[src/rtl/core/assert_macros.svh]
// ----------------------------------------------------------------------------
// Assertion macros
// Shared concurrent assertion forms, clocked on clk and disabled in reset.
// ----------------------------------------------------------------------------
`ifndef ASSERT_MACROS_SVH
`define ASSERT_MACROS_SVH

// Condition holds at every edge out of reset.
`define ASSERT_ALWAYS(label, expr, msg) \
    label: assert property (@(posedge clk) disable iff (!rst_n) (expr)) \
        else $error(msg);

// Antecedent at one edge implies consequent at the next edge.
`define ASSERT_NEXT(label, ante, cons, msg) \
    label: assert property (@(posedge clk) disable iff (!rst_n) (ante) |=> (cons)) \
        else $error(msg);

`endif

[src/rtl/core/qdbs_pkg.sv]
// ----------------------------------------------------------------------------
// qdbs_pkg
// Types and constants of the quadrature detent bit stack.
// ----------------------------------------------------------------------------
package qdbs_pkg;

    localparam int STACK_DEPTH = 16;
    localparam int FILL_W      = $clog2(STACK_DEPTH + 1);
    localparam int ADDR_W      = $clog2(STACK_DEPTH);

    localparam int CFG_INDEX_W = 2;
    localparam int CFG_DATA_W  = 8;
    localparam logic [CFG_INDEX_W-1:0] CFG_CODE_TABLE  = CFG_INDEX_W'(0);
    localparam logic [CFG_INDEX_W-1:0] CFG_CONSUMER_EN = CFG_INDEX_W'(1);

    localparam logic [7:0] CODE_TABLE_RESET = 8'h87;

    localparam logic signed [3:0] POS_PUSH_HI = 4'sd3;
    localparam logic signed [3:0] POS_PUSH_LO = -4'sd3;
    localparam logic signed [4:0] POS_SAT_HI  = 5'sd7;
    localparam logic signed [4:0] POS_SAT_LO  = -5'sd7;

    typedef enum logic [1:0] {
        OP_SAMPLE = 2'd0,
        OP_POP    = 2'd1,
        OP_DRAIN  = 2'd2,
        OP_INIT   = 2'd3
    } op_t;

    typedef enum logic [2:0] {
        ST_IDLE,
        ST_SCAN,
        ST_STEP,
        ST_EMIT,
        ST_READ,
        ST_RD_EMIT
    } state_t;

endpackage

[src/rtl/core/quadrature_detent_bit_stack_core.sv]
// ----------------------------------------------------------------------------
// quadrature_detent_bit_stack_core
// Quadrature encoder decoder that stacks one direction bit per detent.
// ----------------------------------------------------------------------------
// Usage:
//   in channel   (in_valid/in_ready, op, clk_level, dt_level): one transaction
//                per operation. in_ready is high only while the sequencer idles.
//   out channel  (out_valid/out_ready, has_bit, direction, last): result
//                transactions; last marks the final one of an operation.
//   cfg channel  (cfg_valid/cfg_ready, cfg_index, cfg_data): always ready;
//                index 0 code table, index 1 consumer enable, others ignored.
// Sequencing:
//   Sample and initial sample walk the four-entry code table with one shared
//   2-bit comparator, one entry per cycle, then update the count in ST_STEP
//   and present the result from ST_EMIT; the table scan sets the delay to
//   out_valid. Pop reads through the registered stack read (ST_READ, then
//   ST_RD_EMIT). Drain-all emits one bit per read-then-present pass. Disabled,
//   empty or full-stack ops go straight to ST_EMIT.
// Reset: the count and fill level clear, code table returns to 11,01,00,10,
//   consumer is disabled. The stack contents are not cleared.
// Stall: a result waits in the output register while out_ready is low; the
//   sequencer holds until that register frees, so nothing is dropped.
// ----------------------------------------------------------------------------
`include "assert_macros.svh"

module quadrature_detent_bit_stack_core
    import qdbs_pkg::*;
(
    input  logic                   clk,
    input  logic                   rst_n,
    // operation channel
    input  logic                   in_valid,
    output logic                   in_ready,
    input  logic [1:0]             op,
    input  logic                   clk_level,
    input  logic                   dt_level,
    // result channel
    output logic                   out_valid,
    input  logic                   out_ready,
    output logic                   has_bit,
    output logic                   direction,
    output logic                   last,
    // configuration channel
    input  logic                   cfg_valid,
    output logic                   cfg_ready,
    input  logic [CFG_INDEX_W-1:0] cfg_index,
    input  logic [CFG_DATA_W-1:0]  cfg_data
);

    // ------------------------------------------------------------------
    // Registers
    // ------------------------------------------------------------------
    state_t              state_reg,     state_next;
    op_t                 op_reg,        op_next;
    logic [1:0]          code_reg,      code_next;
    logic [1:0]          scan_idx_reg,  scan_idx_next;
    logic [1:0]          idx_reg,       idx_next;
    logic signed [3:0]   pos_reg,       pos_next;
    logic [FILL_W-1:0]   fill_reg,      fill_next;
    logic [FILL_W-1:0]   drain_idx_reg, drain_idx_next;
    logic                res_has_reg,   res_has_next;
    logic                res_dir_reg,   res_dir_next;
    logic                out_valid_reg, out_valid_next;
    logic                out_has_reg,   out_has_next;
    logic                out_dir_reg,   out_dir_next;
    logic                out_last_reg,  out_last_next;
    logic [7:0]          code_table_reg;
    logic                enable_reg;

    // bit stack
    logic                mem [STACK_DEPTH];
    logic                mem_wr_en;
    logic [ADDR_W-1:0]   mem_wr_addr;
    logic                mem_wr_data;
    logic                mem_rd_en;
    logic [ADDR_W-1:0]   mem_rd_addr;
    logic                rd_data_reg;

    // shared compare and count update
    logic [1:0]          table_entry;
    logic                entry_hit;
    logic signed [3:0]   diff_raw;
    logic signed [3:0]   diff;
    logic signed [4:0]   pos_sum;
    logic signed [3:0]   pos_sat;
    logic [FILL_W-1:0]   fill_dec;
    logic [FILL_W-1:0]   drain_inc;
    logic                drain_last;

    logic in_fire;
    logic out_free;
    logic cfg_fire;

    assign in_ready  = (state_reg == ST_IDLE);
    assign in_fire   = in_valid && in_ready;
    assign out_free  = !out_valid_reg || out_ready;
    assign cfg_ready = 1'b1;
    assign cfg_fire  = cfg_valid;

    assign out_valid = out_valid_reg;
    assign has_bit   = out_has_reg;
    assign direction = out_dir_reg;
    assign last      = out_last_reg;

    // one table entry per scan cycle
    assign table_entry = code_table_reg[{scan_idx_reg, 1'b0} +: 2];
    assign entry_hit   = (table_entry == code_reg);

    // shortest step from the count's phase to the table index;
    // the low two bits of a two's-complement count are its non-negative phase
    assign diff_raw = $signed({2'b00, idx_reg}) - $signed({2'b00, pos_reg[1:0]});
    always_comb
    begin
        diff = diff_raw;
        if (diff_raw == 4'sd3)
        begin
            diff = -4'sd1;
        end
        else if (diff_raw == -4'sd3)
        begin
            diff = 4'sd1;
        end
    end

    assign pos_sum = {pos_reg[3], pos_reg} + {diff[3], diff};
    always_comb
    begin
        if (pos_sum > POS_SAT_HI)
        begin
            pos_sat = POS_SAT_HI[3:0];
        end
        else if (pos_sum < POS_SAT_LO)
        begin
            pos_sat = POS_SAT_LO[3:0];
        end
        else
        begin
            pos_sat = pos_sum[3:0];
        end
    end

    assign fill_dec   = fill_reg - FILL_W'(1);
    assign drain_inc  = drain_idx_reg + FILL_W'(1);
    assign drain_last = (drain_inc == fill_reg);

    // ------------------------------------------------------------------
    // Sequencer
    // ------------------------------------------------------------------
    always_comb
    begin
        state_next     = state_reg;
        op_next        = op_reg;
        code_next      = code_reg;
        scan_idx_next  = scan_idx_reg;
        idx_next       = idx_reg;
        pos_next       = pos_reg;
        fill_next      = fill_reg;
        drain_idx_next = drain_idx_reg;
        res_has_next   = res_has_reg;
        res_dir_next   = res_dir_reg;
        out_has_next   = out_has_reg;
        out_dir_next   = out_dir_reg;
        out_last_next  = out_last_reg;
        out_valid_next = out_valid_reg && !out_ready;
        mem_wr_en      = 1'b0;
        mem_wr_addr    = fill_reg[ADDR_W-1:0];
        mem_wr_data    = 1'b0;
        mem_rd_en      = 1'b0;
        mem_rd_addr    = fill_dec[ADDR_W-1:0];

        case (state_reg)
            ST_IDLE:
            begin
                if (in_fire)
                begin
                    op_next       = op_t'(op);
                    code_next     = {clk_level, dt_level};
                    scan_idx_next = 2'd0;
                    res_has_next  = 1'b0;
                    res_dir_next  = 1'b0;
                    state_next    = ST_EMIT;
                    if (enable_reg)
                    begin
                        case (op_t'(op))
                            OP_SAMPLE:
                            begin
                                // full stack: sample is dropped
                                if (fill_reg < FILL_W'(STACK_DEPTH))
                                begin
                                    state_next = ST_SCAN;
                                end
                            end
                            OP_INIT:
                            begin
                                state_next = ST_SCAN;
                            end
                            OP_POP:
                            begin
                                if (fill_reg != '0)
                                begin
                                    mem_rd_en   = 1'b1;
                                    mem_rd_addr = fill_dec[ADDR_W-1:0];
                                    fill_next   = fill_dec;
                                    state_next  = ST_READ;
                                end
                            end
                            OP_DRAIN:
                            begin
                                if (fill_reg != '0)
                                begin
                                    mem_rd_en      = 1'b1;
                                    mem_rd_addr    = '0;
                                    drain_idx_next = '0;
                                    state_next     = ST_READ;
                                end
                            end
                            default:
                            begin
                                state_next = ST_EMIT;
                            end
                        endcase
                    end
                end
            end

            ST_SCAN:
            begin
                // first matching entry wins; no match maps to index 0
                if (entry_hit)
                begin
                    idx_next   = scan_idx_reg;
                    state_next = ST_STEP;
                end
                else if (scan_idx_reg == 2'd3)
                begin
                    idx_next   = 2'd0;
                    state_next = ST_STEP;
                end
                else
                begin
                    scan_idx_next = scan_idx_reg + 2'd1;
                end
            end

            ST_STEP:
            begin
                pos_next   = pos_sat;
                state_next = ST_EMIT;
                if (op_reg == OP_SAMPLE && (pos_sat > POS_PUSH_HI || pos_sat < POS_PUSH_LO))
                begin
                    mem_wr_en    = 1'b1;
                    mem_wr_addr  = fill_reg[ADDR_W-1:0];
                    mem_wr_data  = (pos_sat > POS_PUSH_HI);
                    fill_next    = fill_reg + FILL_W'(1);
                    pos_next     = '0;
                    res_has_next = 1'b1;
                    res_dir_next = (pos_sat > POS_PUSH_HI);
                end
            end

            ST_EMIT:
            begin
                if (out_free)
                begin
                    out_valid_next = 1'b1;
                    out_has_next   = res_has_reg;
                    out_dir_next   = res_dir_reg;
                    out_last_next  = 1'b1;
                    state_next     = ST_IDLE;
                end
            end

            ST_READ:
            begin
                state_next = ST_RD_EMIT;
            end

            ST_RD_EMIT:
            begin
                if (out_free)
                begin
                    out_valid_next = 1'b1;
                    out_has_next   = 1'b1;
                    out_dir_next   = rd_data_reg;
                    if (op_reg == OP_POP)
                    begin
                        out_last_next = 1'b1;
                        state_next    = ST_IDLE;
                    end
                    else if (drain_last)
                    begin
                        out_last_next = 1'b1;
                        fill_next     = '0;
                        state_next    = ST_IDLE;
                    end
                    else
                    begin
                        out_last_next  = 1'b0;
                        drain_idx_next = drain_inc;
                        mem_rd_en      = 1'b1;
                        mem_rd_addr    = drain_inc[ADDR_W-1:0];
                        state_next     = ST_READ;
                    end
                end
            end

            default:
            begin
                state_next = ST_IDLE;
            end
        endcase
    end

    // ------------------------------------------------------------------
    // Control state
    // ------------------------------------------------------------------
    always_ff @(posedge clk or negedge rst_n)
    begin
        if (!rst_n)
        begin
            state_reg      <= ST_IDLE;
            pos_reg        <= '0;
            fill_reg       <= '0;
            out_valid_reg  <= 1'b0;
            code_table_reg <= CODE_TABLE_RESET;
            enable_reg     <= 1'b0;
        end
        else
        begin
            state_reg     <= state_next;
            pos_reg       <= pos_next;
            fill_reg      <= fill_next;
            out_valid_reg <= out_valid_next;
            if (cfg_fire)
            begin
                case (cfg_index)
                    CFG_CODE_TABLE:  code_table_reg <= cfg_data;
                    CFG_CONSUMER_EN: enable_reg     <= cfg_data[0];
                    default:         ;
                endcase
            end
        end
    end

    // payload registers, no reset
    always_ff @(posedge clk)
    begin
        op_reg        <= op_next;
        code_reg      <= code_next;
        scan_idx_reg  <= scan_idx_next;
        idx_reg       <= idx_next;
        drain_idx_reg <= drain_idx_next;
        res_has_reg   <= res_has_next;
        res_dir_reg   <= res_dir_next;
        out_has_reg   <= out_has_next;
        out_dir_reg   <= out_dir_next;
        out_last_reg  <= out_last_next;
    end

    // bit stack: one write port, one registered read port
    always_ff @(posedge clk)
    begin
        if (mem_wr_en)
        begin
            mem[mem_wr_addr] <= mem_wr_data;
        end
        if (mem_rd_en)
        begin
            rd_data_reg <= mem[mem_rd_addr];
        end
    end

    // ------------------------------------------------------------------
    // Assertions
    // ------------------------------------------------------------------
    `ASSERT_ALWAYS(a_fill_bound, fill_reg <= FILL_W'(STACK_DEPTH), "fill level above depth")
    `ASSERT_ALWAYS(a_pos_range, pos_reg != 4'sb1000, "count outside saturation range")
    `ASSERT_NEXT(a_busy_after_accept, in_fire, !in_ready, "accepted while busy")
    `ASSERT_ALWAYS(a_dir_needs_bit, !out_valid_reg || out_has_reg || !out_dir_reg,
                   "direction set without a bit")

endmodule

[config.mk]
export PLATFORM = sky130hd
export DESIGN_NAME = quadrature_detent_bit_stack_core
export DESIGN_NICKNAME = d
export VERILOG_FILES = /design/src/rtl/core/qdbs_pkg.sv /design/src/rtl/core/quadrature_detent_bit_stack_core.sv
export VERILOG_INCLUDE_DIRS = /design/src /design/src/rtl/core
export SDC_FILE = /design/constraint.sdc
export NUM_CORES = 1
export LEC_CHECK = 0
export BUFFER_PORTS_ARGS = -buffer_cell sky130_fd_sc_hd__buf_2
export CORE_MARGIN = 5
export CORE_UTILIZATION = 30
export DETAILED_ROUTE_END_ITERATION = 10
export SLEW_MARGIN = 20
export SYNTH_ARGS = -nofsm -noshare
export SYNTH_HDL_FRONTEND = slang
export SYNTH_SLANG_ARGS = --single-unit
[constraint.sdc]
create_clock -name clk -period 6.3 [get_ports clk]
set_input_delay 0.315 -clock clk [delete_from_list [all_inputs] [get_ports clk]]
set_output_delay 0.315 -clock clk [all_outputs]
set_load 0.02 [all_outputs]
==> flow_metrics.tcl <==
set metrics [dict create \
    status "complete, no violations" \
    synth.area.mux_share_pct 9.538 \
    worst_ir_drop_vdd_mv 0.2432 \
    cts_buffers 9 \
    rows 39 \
    fin_crit_sh_pct 67.62 \
    largest_register_ffs 16 \
    nets 368 \
    cp_max_fo 11 \
    coreArea_sq_um 11270 \
    drtIter0Drc 182 \
    seq_area_frac_synth_pct 47.10 \
    wl_per_cell_microns 14.85 \
    worst_hold_path_type "in2reg" \
    gr-total-overflow 0 \
    drc_errors 0 \
    setup_violations 0 \
    synthFlopType "edfxtp_1" \
    tightest_slew_ns 0.8425 \
    synth_top_family_by_area "simple AND/OR/NAND/NOR gates" \
    firstDrtPassIters 4 \
    gr-usage-met3_pct 2.591 \
    synth_xor_area_share_pct 5.026 \
    fill_cells 1101 \
    grt_setup_unrepaired "no" \
    crit_arrival_ns 4.28 \
    path_clk_slew_ns 0.05 \
    grt_pass1_wl_microns 12050 \
    synthSimpleGateAreaFrac_pct 16.43 \
    clock_skew_ns 0.005211 \
    maxSlewViolCount 0 \
    antenna_found_initial 0 \
    max_freq_ghz 0.2348 \
    seqPwrFrac_pct 27.8 \
    use_met1_pct 15.67 \
    synth_top_area_share_pct 30.81 \
    power_frac_comb_pct 50.7 \
    ctsResizeCount 0 \
    tritoncts "done" \
    worst_setup_path_start_kind "flip-flop" \
    routed_via_density 4.954 \
    ys_types 64 \
    synth_edf_count 35 \
    synth.area.top_cells "edfxtp_1, dfrtp_1, ha_1" \
    worstPathRequired_ns 6.32 \
    grt_pass1_vias 2375 \
    maxCapViolCount 0 \
    final_common_cell "edfxtp_1" \
    drive_above_1_share_pct 21.36 \
    p_sw_share_pct 41.54 \
    regArea_sq_um 1607 \
    cts_root_buf "clkbuf_16" \
    synth.avg_cell_area_sq_um 11.07 \
    grt_usage_pct 11.34 \
    grt-busiest-layer "met2" \
    final_cell_mix "edfxtp_1, nor2_1, nand2_1" \
    period_needed_ns 4.260 \
    die_x_microns 116.6 \
    yosysTopAreaCell "edfxtp_1" \
    ys_async_sr_fraction_pct 38.60 \
    cts_max_level 3 \
    yosysWarnings 0 \
    dieArea_sq_um 13600 \
    die_h_microns 116.6 \
    crit_path_end_kind "flip-flop" \
    synth_cells 308 \
    fin_setup_tns_ns 0 \
    switching_power_w 0.0009329 \
    vias 2378 \
    power_leakage_nw 1.635 \
    finalNonFillerCells 480 \
    io_buffers 23 \
    wl_microns 7128 \
    clock-sinks 57 \
    gp_congestion 0.8388 \
    yosys_register_bits 57 \
    ctsHoldBuffers 1 \
    clk_path_buf_depth 2 \
    post_cts_buffers 0 \
    grt_max_degree 23 \
    postRouteAntennaNets 0 \
    synth_nets 344 \
    p_int_w 0.001313 \
    powerDensity_nw_per_um2 567.4 \
    grt_use_met2_pct 17.62 \
    final_hold_viol_count 0 \
    dp_cells 463 \
    crit_type "reg2reg" \
    slew_headroom_pct 43.40 \
    area_growth_syn_to_layout_pct 16.07 \
    yosys.area_share.adder_pct 7.263 \
    synth_area_sq_um 3411 \
    synth_compound_area_share_pct 10.64 \
    dp_hpwl_microns 5409 \
    io_pins 25 \
    initial_utilization_pct 30.26 \
    clock_power_share_pct 21.5 \
    clk_latency_ns 0.32 \
    multiInputGateArea_sq_um 1677 \
    diodes 0 \
]
## metrics by stage
| stage | worst slack, ns | total power, W | instance area, sq um | hold WS (ns) | utilization [%] |
|---|---|---|---|---|---|
| 2_1_floorplan | 2.731 | 0.001536 | 3411 | 0.01941 | - |
| 3_3_place_gp | 2.293 | 0.001728 | 3647 | 0.3285 | 32.36 |
| 3_5_place_dp | 2.084 | 0.001757 | 3647 | 0.3239 | 32.36 |
| 4_1_cts | 2.019 | 0.002256 | 3954 | 0.1544 | 35.08 |
| 5_1_grt | 1.655 | 0.002413 | 3959 | 0.1594 | 35.12 |
| 6_report | 2.040 | 0.002246 | 3959 | 0.1633 | 35.12 |
## cell type report
cell class	count	share of cell area, %
multi-input combinational	221	42.35
sequential	57	40.58
clock buffer	10	5.784
tap	143	4.520
timing repair buffer	25	3.350
clock inverter	6	1.707
inverter	18	1.707
## per-layer routing
layer	vias up	wire length (microns)
met5	-	0
met4	0	89
met3	8	256
met2	47	3357
met1	1153	3424
li1	1170	-
## cell usage after synthesis (2+ instances only)
library cell  count
fa_1              2
o31ai_1           3
buf_4             3
o22ai_1           3
or2_2             2
and2_1            2
nor3_2            2
clkinv_1          2
clkbuf_1          7
nor4b_1           2
xor2_1            8
mux2_2           10
a31oi_1           4
maj3_1            2
nand3_1           7
mux4_2            3
nor2b_1           6
o22a_1            3
nand2b_1          3
o21ai_0           7
edfxtp_1         35
mux2i_1          13
nor2_1           29
ha_1             15
o211ai_1          2
dfrtp_1          18
and3_1           11
dfstp_2           4
nor3_1            6
a21oi_1          10
nand2_1          27
inv_1            16
o32ai_1           2
xnor2_1           9
## critical path, stage by stage, from the launching register on
cell	delay, ns
dfrtp_1	0.41
ha_1	0.25
fa_1	0.56
o21ai_0	0.16
ha_1	0.39
or3b_1	0.38
o22ai_2	0.30
nor2_2	0.08
mux2_4	0.30
nor3_1	0.65
nand2_1	0.23
nor3_1	0.23
## cell families after synthesis
logic type	after synthesis
AND/OR/NAND/NOR	108
flip-flops	57
AO/OA/AOI/OAI	48
buffers and inverters	30
multiplexers	27
adder cells (fa/ha/maj)	19
XOR/XNOR	18
other	1
## power groups by stage
stage          registers (W)  logic [W]  clock network (W)
2_1_floorplan       0.000581   0.000956                  0
3_3_place_gp        0.000632    0.00110                  0
3_5_place_dp        0.000632    0.00112                  0
4_1_cts             0.000627    0.00114           0.000491
5_1_grt             0.000645    0.00126           0.000508
6_report            0.000625    0.00114           0.000483
## path summary, 6_finish.rpt
check	slack, ns	start	end	cells after the start
min in group asynchronous	0.50	rst_n	pos_reg[1]$_DFFE_PN0P_	2
setup / recovery	2.04	pos_reg[0]$_DFFE_PN0P_	mem[1]$_DFFE_PP_	11
hold reg to reg	0.50	res_has_reg$_DFFE_PP_	has_bit$_SDFFCE_PP1P_	1
max in group asynchronous	5.43	rst_n	code_table_reg[1]$_DFFE_PN1P_	2
setup reg to reg	2.04	pos_reg[0]$_DFFE_PN0P_	mem[1]$_DFFE_PP_	11
hold / removal	0.16	clk_level	code_reg[1]$_DFFE_PP_	1
Power figures use the tool's default switching activity.
